### src/rtl/tdqd_pkg.sv
// ----------------------------------------------------------------------------
// tdqd_pkg
// Shared types and constants for the tail drain / quiet detector.
// ----------------------------------------------------------------------------
package tdqd_pkg;

   localparam int FRAMES_W = 16;
   localparam int PEAK_W   = 24;
   localparam int POS_W    = 63;
   localparam int DRAIN_W  = 32;
   localparam int LEFT_W   = 34;
   localparam int SILENT_W = 32;
   localparam int BUFF_W   = 14;
   localparam int RATE_W   = 19;
   localparam int THR_W    = 24;
   localparam int NEED_W   = RATE_W - 2;
   localparam int STEP_W   = $clog2(DRAIN_W);

   localparam int REQ_DATA_W = 144;
   localparam int RSP_DATA_W = 72;
   localparam int CSR_IDX_W  = 2;
   localparam int CSR_DATA_W = 24;

   localparam int QUEUE_DEPTH = 2;

   localparam logic [BUFF_W-1:0] BUFFER_FRAMES_RST     = BUFF_W'(512);
   localparam logic [RATE_W-1:0] SAMPLE_RATE_RST       = RATE_W'(48000);
   localparam logic [THR_W-1:0]  SILENCE_THRESHOLD_RST = THR_W'(7);

   typedef enum logic [1:0] {
      MODE_BLOCK = 2'd0,
      MODE_START = 2'd1,
      MODE_STOP  = 2'd2,
      MODE_HOLD  = 2'd3
   } mode_type;

   typedef enum logic [CSR_IDX_W-1:0] {
      CSR_BUFFER_FRAMES     = 2'd0,
      CSR_SAMPLE_RATE       = 2'd1,
      CSR_SILENCE_THRESHOLD = 2'd2
   } csr_index_type;

   // one classified request as it sits in the queue
   typedef struct packed {
      mode_type            mode;
      logic                drain_pos;   // drain request is above zero
      logic [FRAMES_W-1:0] frame_count;
      logic [PEAK_W-1:0]   peak_level;
      logic                peak_not_finite;
      logic                playing;
      logic [POS_W-1:0]    play_position;
      logic [DRAIN_W-1:0]  drain_frames;
   } entry_type;

   typedef struct packed {
      logic push;
      logic full;
   } qctl_type;

endpackage

### src/rtl/tail_drain_quiet_detector.sv
// ----------------------------------------------------------------------------
// tail_drain_quiet_detector
// Tail drain tracking and quiet detection for a stopped audio transport.
// ----------------------------------------------------------------------------
//  channel | dir | ports                           | content
//  --------+-----+---------------------------------+---------------------------
//  req     | in  | req_tvalid/tready/tdata/tuser   | one command or audio block
//  rsp     | out | rsp_tvalid/tready/tdata         | one status per request
//  csr     | in  | csr_we/index/wdata              | register writes
//
//  Audio, start, hold and non-draining stop requests pass from the queue slot to
//  the back's work register, then set the response register in the execute state.
//  A stop request with a positive drain first passes through the remainder unit,
//  which rounds the drain one numerator bit per cycle.
//  The queue takes requests while the back is busy or the response is stalled.
//  Reset is synchronous; registers return to 512 / 48000 / 7.
// ----------------------------------------------------------------------------
module tail_drain_quiet_detector #(
   parameter int QueueDepth = tdqd_pkg::QUEUE_DEPTH
) (
   input  logic                               clock,
   input  logic                               reset,
   input  logic                               req_tvalid,
   output logic                               req_tready,
   // frame_count[15:0], peak_level[39:16], peak_not_finite[40], playing[41],
   // play_position[104:42], drain_frames[136:105]
   input  logic [tdqd_pkg::REQ_DATA_W-1:0]    req_tdata,
   // mode[1:0]
   input  logic [1:0]                         req_tuser,
   output logic                               rsp_tvalid,
   input  logic                               rsp_tready,
   // transport_quiet[0], quiet_event[1], drain_busy[2], mute_output[3],
   // render_position[66:4]
   output logic [tdqd_pkg::RSP_DATA_W-1:0]    rsp_tdata,
   input  logic                               csr_we,
   input  logic [tdqd_pkg::CSR_IDX_W-1:0]     csr_index,
   input  logic [tdqd_pkg::CSR_DATA_W-1:0]    csr_wdata
);
   import tdqd_pkg::*;

   qctl_type  qctl;
   entry_type push_entry;
   entry_type head_entry;
   logic      q_full;
   logic      q_pop;
   logic      head_valid;

   tdqd_front u_front (
      .req_tvalid (req_tvalid),
      .req_tready (req_tready),
      .req_tdata  (req_tdata),
      .req_tuser  (req_tuser),
      .qctl_push  (qctl),
      .q_full     (q_full),
      .q_entry    (push_entry)
   );

   tdqd_queue #(
      .Depth (QueueDepth)
   ) u_queue (
      .clock      (clock),
      .reset      (reset),
      .qctl_push  (qctl),
      .push_entry (push_entry),
      .full       (q_full),
      .pop        (q_pop),
      .head_valid (head_valid),
      .head_entry (head_entry)
   );

   tdqd_back u_back (
      .clock      (clock),
      .reset      (reset),
      .csr_we     (csr_we),
      .csr_index  (csr_index),
      .csr_wdata  (csr_wdata),
      .q_valid    (head_valid),
      .q_entry    (head_entry),
      .q_pop      (q_pop),
      .rsp_tvalid (rsp_tvalid),
      .rsp_tready (rsp_tready),
      .rsp_tdata  (rsp_tdata)
   );

endmodule

### src/rtl/tdqd_front.sv
// ----------------------------------------------------------------------------
// tdqd_front
// Request intake: unpacks the request, classifies it and pushes it to the queue.
// ----------------------------------------------------------------------------
module tdqd_front (
   input  logic                               req_tvalid,
   output logic                               req_tready,
   input  logic [tdqd_pkg::REQ_DATA_W-1:0]    req_tdata,
   input  logic [1:0]                         req_tuser,
   output tdqd_pkg::qctl_type                 qctl_push,
   input  logic                               q_full,
   output tdqd_pkg::entry_type                q_entry
);
   import tdqd_pkg::*;

   logic [DRAIN_W-1:0] drain;

   assign drain      = req_tdata[136:105];
   assign req_tready = !q_full;

   assign qctl_push.push = req_tvalid && !q_full;
   assign qctl_push.full = q_full;

   always_comb begin
      q_entry.mode            = mode_type'(req_tuser);
      // zero or negative drain requests give no drain at all
      q_entry.drain_pos       = !drain[DRAIN_W-1] && (drain != '0);
      q_entry.frame_count     = req_tdata[15:0];
      q_entry.peak_level      = req_tdata[39:16];
      q_entry.peak_not_finite = req_tdata[40];
      q_entry.playing         = req_tdata[41];
      q_entry.play_position   = req_tdata[104:42];
      q_entry.drain_frames    = drain;
   end

endmodule

### src/rtl/tdqd_queue.sv
// ----------------------------------------------------------------------------
// tdqd_queue
// Short FIFO of classified requests between the front and the back.
// ----------------------------------------------------------------------------
module tdqd_queue #(
   parameter int Depth = tdqd_pkg::QUEUE_DEPTH
) (
   input  logic                 clock,
   input  logic                 reset,
   input  tdqd_pkg::qctl_type   qctl_push,
   input  tdqd_pkg::entry_type  push_entry,
   output logic                 full,
   input  logic                 pop,
   output logic                 head_valid,
   output tdqd_pkg::entry_type  head_entry
);
   import tdqd_pkg::*;

   localparam int PtrW = (Depth > 1) ? $clog2(Depth) : 1;
   localparam int CntW = $clog2(Depth + 1);

   entry_type          slot_ff [Depth];
   logic [PtrW-1:0]    wr_ptr_ff, wr_ptr_in;
   logic [PtrW-1:0]    rd_ptr_ff, rd_ptr_in;
   logic [CntW-1:0]    count_ff,  count_in;
   logic               do_push, do_pop;

   assign full       = (count_ff == CntW'(Depth));
   assign head_valid = (count_ff != '0);
   assign head_entry = slot_ff[rd_ptr_ff];
   assign do_push    = qctl_push.push && !qctl_push.full;
   assign do_pop     = pop && head_valid;

   always_comb begin
      wr_ptr_in = wr_ptr_ff;
      rd_ptr_in = rd_ptr_ff;
      count_in  = count_ff;
      if (do_push) begin
         wr_ptr_in = (wr_ptr_ff == PtrW'(Depth - 1)) ? '0 : wr_ptr_ff + 1'b1;
      end
      if (do_pop) begin
         rd_ptr_in = (rd_ptr_ff == PtrW'(Depth - 1)) ? '0 : rd_ptr_ff + 1'b1;
      end
      if (do_push && !do_pop) begin
         count_in = count_ff + 1'b1;
      end else if (do_pop && !do_push) begin
         count_in = count_ff - 1'b1;
      end
   end

   always_ff @(posedge clock) begin
      if (reset) begin
         wr_ptr_ff <= '0;
         rd_ptr_ff <= '0;
         count_ff  <= '0;
      end else begin
         wr_ptr_ff <= wr_ptr_in;
         rd_ptr_ff <= rd_ptr_in;
         count_ff  <= count_in;
      end
   end

   always_ff @(posedge clock) begin
      if (do_push) begin
         slot_ff[wr_ptr_ff] <= push_entry;
      end
   end

endmodule

### src/rtl/tdqd_back.sv
// ----------------------------------------------------------------------------
// tdqd_back
// Execution side: holds the registers and detector state, rounds the drain
// request with a one-bit-per-cycle remainder unit, drives the response.
// ----------------------------------------------------------------------------
module tdqd_back (
   input  logic                               clock,
   input  logic                               reset,
   input  logic                               csr_we,
   input  logic [tdqd_pkg::CSR_IDX_W-1:0]     csr_index,
   input  logic [tdqd_pkg::CSR_DATA_W-1:0]    csr_wdata,
   input  logic                               q_valid,
   input  tdqd_pkg::entry_type                q_entry,
   output logic                               q_pop,
   output logic                               rsp_tvalid,
   input  logic                               rsp_tready,
   output logic [tdqd_pkg::RSP_DATA_W-1:0]    rsp_tdata
);
   import tdqd_pkg::*;

   typedef enum logic [1:0] {
      ST_IDLE,
      ST_DIV,
      ST_EXEC
   } state_type;

   state_type            state_ff, state_in;
   entry_type            work_ff, work_in;
   logic [DRAIN_W-1:0]   num_ff, num_in;
   logic [DRAIN_W-1:0]   shift_ff, shift_in;
   logic [BUFF_W-1:0]    rem_ff, rem_in;
   logic [STEP_W-1:0]    step_ff, step_in;

   logic [BUFF_W-1:0]    buffer_frames_ff;
   logic [RATE_W-1:0]    sample_rate_ff;
   logic [THR_W-1:0]     threshold_ff;

   logic                 drain_on_ff, drain_on_in;
   logic [LEFT_W-1:0]    drain_left_ff, drain_left_in;
   logic [SILENT_W-1:0]  silent_ff, silent_in;
   logic                 armed_ff, armed_in;
   logic                 quiet_ff, quiet_in;
   logic                 mute_ff, mute_in;
   logic [POS_W-1:0]     render_ff, render_in;

   logic                 rsp_valid_ff, rsp_valid_in;
   logic                 event_ff, event_in;
   logic                 mute_out_ff, mute_out_in;

   logic [BUFF_W-1:0]    quantum;

   assign quantum = (buffer_frames_ff == '0) ? BUFF_W'(1) : buffer_frames_ff;

   always_comb begin
      logic [DRAIN_W-1:0]  num;
      logic [BUFF_W:0]     trial;
      logic [DRAIN_W-1:0]  aligned;
      logic [SILENT_W:0]   sum;
      logic [SILENT_W-1:0] sat;
      logic [NEED_W-1:0]   need;

      num     = {1'b0, q_entry.drain_frames[DRAIN_W-2:0]}
                + {{(DRAIN_W-BUFF_W){1'b0}}, quantum} - DRAIN_W'(1);
      trial   = {rem_ff, shift_ff[DRAIN_W-1]};
      aligned = num_ff - {{(DRAIN_W-BUFF_W){1'b0}}, rem_ff};
      sum     = {1'b0, silent_ff} + {{(SILENT_W-FRAMES_W+1){1'b0}}, work_ff.frame_count};
      sat     = sum[SILENT_W] ? '1 : sum[SILENT_W-1:0];
      need    = (sample_rate_ff[RATE_W-1:2] == '0) ? NEED_W'(1)
                                                   : sample_rate_ff[RATE_W-1:2];

      state_in      = state_ff;
      work_in       = work_ff;
      num_in        = num_ff;
      shift_in      = shift_ff;
      rem_in        = rem_ff;
      step_in       = step_ff;
      drain_on_in   = drain_on_ff;
      drain_left_in = drain_left_ff;
      silent_in     = silent_ff;
      armed_in      = armed_ff;
      quiet_in      = quiet_ff;
      mute_in       = mute_ff;
      render_in     = render_ff;
      event_in      = event_ff;
      mute_out_in   = mute_out_ff;
      q_pop         = 1'b0;
      rsp_valid_in  = rsp_valid_ff && !rsp_tready;

      case (state_ff)
         ST_IDLE: begin
            if (q_valid) begin
               q_pop   = 1'b1;
               work_in = q_entry;
               if (q_entry.mode == MODE_STOP && q_entry.drain_pos) begin
                  num_in   = num;
                  shift_in = num;
                  rem_in   = '0;
                  step_in  = '0;
                  state_in = ST_DIV;
               end else begin
                  state_in = ST_EXEC;
               end
            end
         end
         ST_DIV: begin
            // restoring remainder, one numerator bit per cycle
            if (trial >= {1'b0, quantum}) begin
               rem_in = BUFF_W'(trial - {1'b0, quantum});
            end else begin
               rem_in = trial[BUFF_W-1:0];
            end
            shift_in = {shift_ff[DRAIN_W-2:0], 1'b0};
            step_in  = step_ff + 1'b1;
            if (step_ff == STEP_W'(DRAIN_W - 1)) begin
               state_in = ST_EXEC;
            end
         end
         ST_EXEC: begin
            if (!rsp_valid_ff || rsp_tready) begin
               event_in     = 1'b0;
               rsp_valid_in = 1'b1;
               state_in     = ST_IDLE;
               case (work_ff.mode)
                  MODE_BLOCK: begin
                     if (drain_on_ff) begin
                        if ({{(LEFT_W-FRAMES_W){1'b0}}, work_ff.frame_count}
                            >= drain_left_ff) begin
                           drain_on_in   = 1'b0;
                           drain_left_in = '0;
                           render_in     = work_ff.play_position;
                        end else begin
                           drain_left_in = drain_left_ff
                              - {{(LEFT_W-FRAMES_W){1'b0}}, work_ff.frame_count};
                           render_in     = render_ff
                              + {{(POS_W-FRAMES_W){1'b0}}, work_ff.frame_count};
                        end
                     end
                     if (work_ff.playing || !armed_ff || drain_on_in) begin
                        silent_in = '0;
                     end else if (work_ff.peak_not_finite
                                  || work_ff.peak_level > threshold_ff) begin
                        silent_in = '0;
                     end else begin
                        silent_in = sat;
                        if (sat >= {{(SILENT_W-NEED_W){1'b0}}, need}) begin
                           armed_in = 1'b0;
                           quiet_in = 1'b1;
                           event_in = 1'b1;
                        end
                     end
                  end
                  MODE_START: begin
                     drain_on_in   = 1'b0;
                     drain_left_in = '0;
                     armed_in      = 1'b0;
                     silent_in     = '0;
                     quiet_in      = 1'b0;
                     mute_in       = 1'b0;
                  end
                  MODE_STOP: begin
                     quiet_in  = 1'b0;
                     silent_in = '0;
                     armed_in  = 1'b1;
                     if (work_ff.drain_pos) begin
                        drain_left_in = {{(LEFT_W-DRAIN_W){1'b0}}, aligned};
                        drain_on_in   = 1'b1;
                     end else begin
                        drain_left_in = '0;
                        drain_on_in   = 1'b0;
                        render_in     = work_ff.play_position;
                     end
                  end
                  MODE_HOLD: begin
                     mute_in = 1'b1;
                  end
                  default: begin
                     mute_in = mute_ff;
                  end
               endcase
               mute_out_in = mute_in && !work_ff.playing;
            end
         end
         default: begin
            state_in = ST_IDLE;
         end
      endcase
   end

   always_ff @(posedge clock) begin
      if (reset) begin
         state_ff         <= ST_IDLE;
         buffer_frames_ff <= BUFFER_FRAMES_RST;
         sample_rate_ff   <= SAMPLE_RATE_RST;
         threshold_ff     <= SILENCE_THRESHOLD_RST;
         drain_on_ff      <= 1'b0;
         drain_left_ff    <= '0;
         silent_ff        <= '0;
         armed_ff         <= 1'b0;
         quiet_ff         <= 1'b0;
         mute_ff          <= 1'b0;
         render_ff        <= '0;
         rsp_valid_ff     <= 1'b0;
         event_ff         <= 1'b0;
         mute_out_ff      <= 1'b0;
      end else begin
         state_ff      <= state_in;
         drain_on_ff   <= drain_on_in;
         drain_left_ff <= drain_left_in;
         silent_ff     <= silent_in;
         armed_ff      <= armed_in;
         quiet_ff      <= quiet_in;
         mute_ff       <= mute_in;
         render_ff     <= render_in;
         rsp_valid_ff  <= rsp_valid_in;
         event_ff      <= event_in;
         mute_out_ff   <= mute_out_in;
         if (csr_we) begin
            case (csr_index)
               CSR_BUFFER_FRAMES:     buffer_frames_ff <= csr_wdata[BUFF_W-1:0];
               CSR_SAMPLE_RATE:       sample_rate_ff   <= csr_wdata[RATE_W-1:0];
               CSR_SILENCE_THRESHOLD: threshold_ff     <= csr_wdata[THR_W-1:0];
               default: begin
                  threshold_ff <= threshold_ff;
               end
            endcase
         end
      end
      work_ff  <= work_in;
      num_ff   <= num_in;
      shift_ff <= shift_in;
      rem_ff   <= rem_in;
      step_ff  <= step_in;
   end

   assign rsp_tvalid = rsp_valid_ff;
   assign rsp_tdata  = {{(RSP_DATA_W-POS_W-4){1'b0}}, render_ff, mute_out_ff,
                        drain_on_ff, event_ff, quiet_ff};

endmodule

### config.mk
export PLATFORM = sky130hd
export DESIGN_NAME = tail_drain_quiet_detector
export DESIGN_NICKNAME = d
export VERILOG_FILES = /design/src/rtl/tdqd_pkg.sv /design/src/rtl/tail_drain_quiet_detector.sv /design/src/rtl/tdqd_front.sv /design/src/rtl/tdqd_queue.sv /design/src/rtl/tdqd_back.sv
export SDC_FILE = /design/constraint.sdc
export NUM_CORES = 1
export LEC_CHECK = 0
export BUFFER_PORTS_ARGS = -buffer_cell sky130_fd_sc_hd__buf_4
export CAP_MARGIN = 25
export CORE_ASPECT_RATIO = 0.6
export CORE_MARGIN = 4
export CORE_UTILIZATION = 55
export CTS_CLUSTER_SIZE = 24
export DETAILED_ROUTE_END_ITERATION = 10
export MAX_ROUTING_LAYER = met4
export PLACE_DENSITY = 0.74
export SLEW_MARGIN = 20
export SYNTH_ARGS = -nofsm -noshare
export SYNTH_HDL_FRONTEND = slang
export SYNTH_SLANG_ARGS = --single-unit
### constraint.sdc
create_clock -name clock -period 18.72 [get_ports clock]
set_clock_uncertainty 0.2 [all_clocks]
set_input_delay 0.936 -clock clock [delete_from_list [all_inputs] [get_ports clock]]
set_output_delay 0.936 -clock clock [all_outputs]
set_load 0.005 [all_outputs]
Word level (Yosys, flattened, before mapping)
Memory sizes are Yosys's and may differ from the RTL's. A register that Yosys moved wholly into a read port is not among the register bits.
Index checks and enable logic that the tools add are counted.
{ "word_totals": {"regBits": 390, "memories": 1, "latch_bits": 0, "mem_bits_ro": 0, "inputBits": 177, "mem_bits_rw": 280} }
{ "op_classes": {"n_reduce_logical": 48, "magnitude_cmp": 4, "n_bitwise": 0, "eq_ne": 19, "n_mul": 0, "mux": 63, "addsub": 12, "div": 0, "shifts": 0} }
{ "mem_list": {"columns": ["memory", "words", "width", "read_ports", "rd_clocked_by_memory_dff", "write_ports", "line", "text"], "rows": [
  ["u_queue.slot_ff", 2, 140, 1, 1, 1, "tdqd_queue.sv:22", "entry_type slot_ff [Depth];"]
]} }
{ "ops": {"columns": ["operator", "count"], "rows": [
  ["$mux 32", 6],
  ["$mux 63", 3],
  ["$pmux 32 s2", 2],
  ["$pmux 63 s2", 1],
  ["$pmux 34 s3", 1],
  ["$mux 34", 2],
  ["$add 63x16->63", 1],
  ["$mux 14", 4],
  ["$ge 16x34->1", 1],
  ["$sub 34x16->34", 1],
  ["$add 32x16->33", 1],
  ["$add 31x14->32", 1],
  ["$ge 32x17->1", 1],
  ["$reduce_bool 32->1", 1],
  ["$sub 32x1->32 const B", 1],
  ["$sub 32x14->32", 1],
  ["$mux 1", 28],
  ["$pmux 14 s2", 1],
  ["$gt 24x24->1", 1],
  ["$logic_not 17->1", 1],
  ["$mux 17", 1],
  ["$ge 15x14->1", 1],
  ["$reduce_and 3->1", 5],
  ["$logic_not 14->1", 1],
  ["27 further kinds", 79]
]} }

Longest topological paths before layout
{ "logic_depth": {"depth_word": 9, "ltp_mapped": 20} }

Cells and area by module
Synthesis repeated with hierarchy kept, for this count alone.
{ "hier_totals": {"cells_unflattened": 3230, "hier_area_um2": 34764.6} }
{ "modules_own_cells": {"columns": ["module", "seq_area_each_um2", "cells_each", "area_each_um2", "n_inst"], "rows": [
  ["tdqd_back", 9599.2, 2618, 22897.0, 1],
  ["tdqd_queue", 8508.2, 459, 10734.0, 1],
  ["tdqd_front", 0.0, 153, 1133.6, 1]
]} }

Worst setup path after synthesis
Ideal clock, no wire load.
{ "synth_timing": {"path_type": "input to register", "startpoint": "in req_tvalid", "endpoint": "mem u_queue.slot_ff[0][0] (netlist bit) (enable)", "arrival_ps": 6796, "path_stages": 2, "slack_ps": 11085, "t_required_ps": 17881, "path_buffers": 0, "setup_ps": 639, "path_cell_list": "nand2_1 nor2_1"} }
{ "synth_via": {"elab_chain_cells": 4} }
{ "synth_lines": {"columns": ["item", "line", "text"], "rows": [
  ["start, declared", "tail_drain_quiet_detector.sv:23", "input logic req_tvalid,"],
  ["$logic_and 1x1->1", "tdqd_front.sv:21", "assign qctl_push.push = req_tvalid && !q_full;"],
  ["$logic_and 1x1->1", "tdqd_queue.sv:31", "assign do_push = qctl_push.push && !qctl_push.full;"],
  ["$mux 1", "tdqd_queue.sv:64", "if (do_push) begin"],
  ["$mux 1 (not written as such)", "tdqd_queue.sv:65", "slot_ff[wr_ptr_ff] <= push_entry;"],
  ["end, declared", "tdqd_queue.sv:22", null]
]} }
No other way between the ends.

Final worst setup path
{ "layout_timing": {"startpoint": "reg u_back.work_ff[121] (netlist bit)", "endpoint": "reg u_back.armed_ff"} }
{ "layout_via": {"elab_chain_cells": 9, "elab_cells_between_ends": 13} }
{ "layout_lines": {"columns": ["item", "line", "text"], "rows": [
  ["start, declared", "tdqd_back.sv:28", "entry_type work_ff, work_in;"],
  ["start signal, assigned", "tdqd_back.sv:228", "work_ff <= work_in;"],
  ["branches (longest 8 deep; another with $add 32x16->33)", null, null],
  ["$reduce_and 6->1 (no source line) *", null, null],
  ["end signal, assigned", "tdqd_back.sv:210", "armed_ff <= armed_in;"],
  ["end, declared", "tdqd_back.sv:41", "logic armed_ff, armed_in;"]
]} }
Every way passes the cells marked *. The select of a mux whose other input is x is not followed.
A chain may end at the register's enable or synchronous reset.

==> flow_summary_export.csv <==
group,metric,value,unit
setup_path,critPathTopFamily,"compound AO/OA/AOI/OAI gates",
sta,worst_slew_pin_slew,1010,ps
power_and_ir_drop,power_leakage,14.3,nW
clocking,htreeDepth,2,
floorplanning,die-area,64400,um^2
setup_path,path_common_cell,"a21oi_1",
setup_path,crit_start,"u_back.work_ff[121]",
sta,min_period_over_period,0.351,
synthesis,synth_area_leaders,"edfxtp_1, dfxtp_1, ha_1",
power_and_ir_drop,pwr_density_cell,162,nW/um^2
routing,via_count,25200,
power_and_ir_drop,irDropWorstVdd,0.209,mV
sta,setup_viol,0,
setup_path,critPathLaunchType,"flip-flop",
clocking,clock-root-buffer,"clkbuf_16",
routing,ant_nets,0,
clocking,cts_tree,"done",
power_and_ir_drop,pwr-share-seq,0.372,
routing,wl_per_cell,21.9,um
floorplanning,dieHeight,198,um
power_and_ir_drop,p_int,3.72,mW
floorplanning,die_x,325,um
power_and_ir_drop,switchingPower,2.41,mW
power_and_ir_drop,combPwrFrac,0.419,
setup_path,critPathSlowestCell,"edfxtp_1",
placed_design,io_buffers,238,
sta,report.final.slew_viol_count,0,
routing,wl,89300,um
synthesis,ys_warn_count,0,
synthesis,yosysTopAreaCell,"edfxtp_1",
synthesis,synth_edf_count,469,
synthesis,async_flop_share,0,
floorplanning,start_util,0.558,
synthesis,yosysSeqAreaShare,0.544,
routing,wl_met2,37500,um
synthesis,synth-main-ff-cell,"edfxtp_1",
finish,nets,3594,
floorplanning,ios,251,
setup_path,r2r_end,"u_back.armed_ff",
setup_path,r2r_cells,20,
setup_path,crit_chain,"ha_1, fa_1, a211oi_1, o21ai_0, a21oi_1, o21ai_1, nand3_1, buf_4, nand2_1, ha_1, a21oi_1, nor2_1, a2111oi_0, a21oi_1, nor4_1, nand4_1, nor4_1, a21oi_1, o21ai_0, mux2i_1",
global_route,grt_pass1_vias,24300,
setup_path,crit_buf_inv,1,
global_route,overflow,0,
setup_path,rr_startpoint,"u_back.work_ff[121]",
setup_path,crit_path_max_fanout,22,
setup_path,critPathKind,"flip-flop to flip-flop",
global_route,antenna_found_initial,1,
synthesis,syn_area_per_cell,10.9,um^2
floorplanning,core,59400,um^2
synthesis,ys_types,87,
clocking,clk-insertion-delay-late,650,ps
global_route,grt_pass1_wl,139000,um
clocking,cts_setup_buffers,0,
placed_design,dpl.cell_count,3962,
placed_design,pre_cts_slack,12370,ps
synthesis,netlist_instances,3039,
sta,fmax,152,MHz
placed_design,place_hpwl,64200,um
finish,drive_above_1_share,0.162,
synthesis,synth_top_cell_area_share,0.425,
sta,grt_setup_unrepaired,"no",
routing,drt_first_pass_iters,5,
clocking,clockBufferDepth,3,
setup_path,critPathRequiredTime,19100,ps
global_route,grt_max_degree,80,
sta,finalWorstSetupSlack,12150,ps
sta,tns,0,ps
clocking,postCtsResizedCells,0,
setup_path,arrival,6950,ps
routing,drc,0,
routing,met3_length,7490,um
global_route,grt_use_total,0.280,
clocking,clk_pin_slew,70,ps
sta,relSlewSlack,0.328,
setup_path,cp.depth,20,
min_path,min_path_type,"flip-flop to flip-flop",
clocking,cts_buffers,59,
synthesis,synth_most_common_cell,"edfxtp_1",
routing,wirelength_met1,42000,um
synthesis,ys_ff_latch,667,
setup_path,reg2reg_slack,12150,ps
placed_design,gp_congestion,0.953,
synthesis,synth_commonest_cells,"edfxtp_1, nand2_1, nor2_1",
sta,period_needed,6570,ps
setup_path,cp-endpoint,"u_back.armed_ff",
outcome,status,"complete, no violations",
finish,instances_no_fill,4075,
power_and_ir_drop,pwr-share-clk,0.209,
routing,top_layer_used,"met4",
synthesis,synth_area,33200,um^2
flow_run,cap_violations,0,
sta,hold_viol,0,
routing,first_iter_violations,2891,
routing,via_per_inst,6.17,
power_and_ir_drop,power_switching_share,0.393,
floorplanning,num_rows,69,
setup_path,cp_slowest_stage_delay,530,ps
clocking,cts_sinks,667,
setup_path,end_kind,"flip-flop",
clocking,hold_buffers,0,
finish,syn2layout_area_growth,13.9,%
-- worst min path at each step --
stage                                      start                       to  slack [ps]  depth (start not counted)
after global placement    u_back.threshold_ff[3]   u_back.threshold_ff[3]         240                          2
after floorplan              u_back.silent_ff[0]      u_back.silent_ff[0]         240                          2
after detailed placement  u_back.threshold_ff[7]   u_back.threshold_ff[7]         250                          2
after CTS                          req_tdata[30]  u_queue.slot_ff[1][111]         240                          1
final                     u_back.threshold_ff[7]   u_back.threshold_ff[7]         260                          2
after global routing               req_tdata[93]   u_queue.slot_ff[1][83]         240                          1
-- worst min-delay path: cells and delay by family, from the launching register on --
family             cells  cell delay (ps)
AOI/OAI and AO/OA      1               50
DFF                    1              310
and+or+nand+nor        1               50
-- registers in the layout (all words and copies together) (netlist names), 17 cells and up, named ones only --
| register | cells |
|---|---|
| u_back.shift_ff | 32 |
| u_back.sample_rate_ff | 17 |
| u_back.threshold_ff | 24 |
| u_back.silent_ff | 32 |
| u_queue.slot_ff | 278 |
| u_back.num_ff | 32 |
| u_back.drain_left_ff | 34 |
| u_back.work_ff | 108 |
| u_back.render_ff | 63 |
-- logic make-up after synthesis --
family | after synthesis | synth area share
simple gates | 914 | 0.132
other cells | 1 | 0.000113
mux | 163 | 0.0537
xor+xnor | 113 | 0.0298
flops | 667 | 0.544
fa+ha+maj | 174 | 0.0670
compound gates | 698 | 0.137
buf+inv | 309 | 0.0366
-- routing by layer --
metal	GRT usage	vias to the layer above
met5	-	-
li1	-	11600
met4	0.0734	0
met3	0.0447	165
met2	0.402	1106
met1	0.417	12300
-- power by group through the flow --
stage	Combinational (mW)	Sequential [mW]	Clock [mW]
after floorplan	1.81	2.21	0
after global placement	2.41	2.28	0
after detailed placement	2.51	2.30	0
after CTS	2.53	2.27	1.31
after global routing	2.82	2.31	1.37
final	2.57	2.28	1.28
-- layout make-up --
type / instances / area (um^2)
antenna: 1 / 2.50
timing repair buffer: 269 / 2070
clock buffer: 76 / 1570
multi-input combinational: 2067 / 14000
inverter: 179 / 674
fill: 4656 / 21600
tap: 781 / 977
sequential: 667 / 18100
clock inverter: 35 / 447
-- per-stage QoR --
step / power [mW] / cell area (um^2) / utilization / hold slack (ps)
2_1_floorplan: 4.03 / 33200 / - / 236
3_3_place_gp: 4.69 / 35700 / 0.600 / 243
3_5_place_dp: 4.81 / 35700 / 0.602 / 250
4_1_cts: 6.11 / 37800 / 0.636 / 235
5_1_grt: 6.49 / 37800 / 0.636 / 242
6_report: 6.13 / 37800 / 0.636 / 258
-- cells in the final DEF, fill, tap and decap left out, types with 10 or more instances in the layout --
master	count
mux2_2	119
buf_4	262
clkbuf_16	59
nand4_1	30
o31ai_1	16
o211ai_1	25
a311oi_1	16
a211oi_1	42
nor3_1	78
a221oi_1	12
nand2_1	332
nor4_1	35
a22oi_1	31
clkbuf_1	14
edfxtp_1	469
or3_1	15
ha_1	168
xor2_1	39
o21a_1	29
a21o_1	52
a31oi_1	29
xnor2_1	74
clkinv_2	10
inv_1	178
nand3_1	42
nand2b_1	24
and2_1	16
o21ai_0	121
nor2_1	219
or2_2	14
a21oi_1	210
mux2i_1	44
dfxtp_1	197
nor2b_1	18
and3_1	34
(Power assumes the default switching activity.)
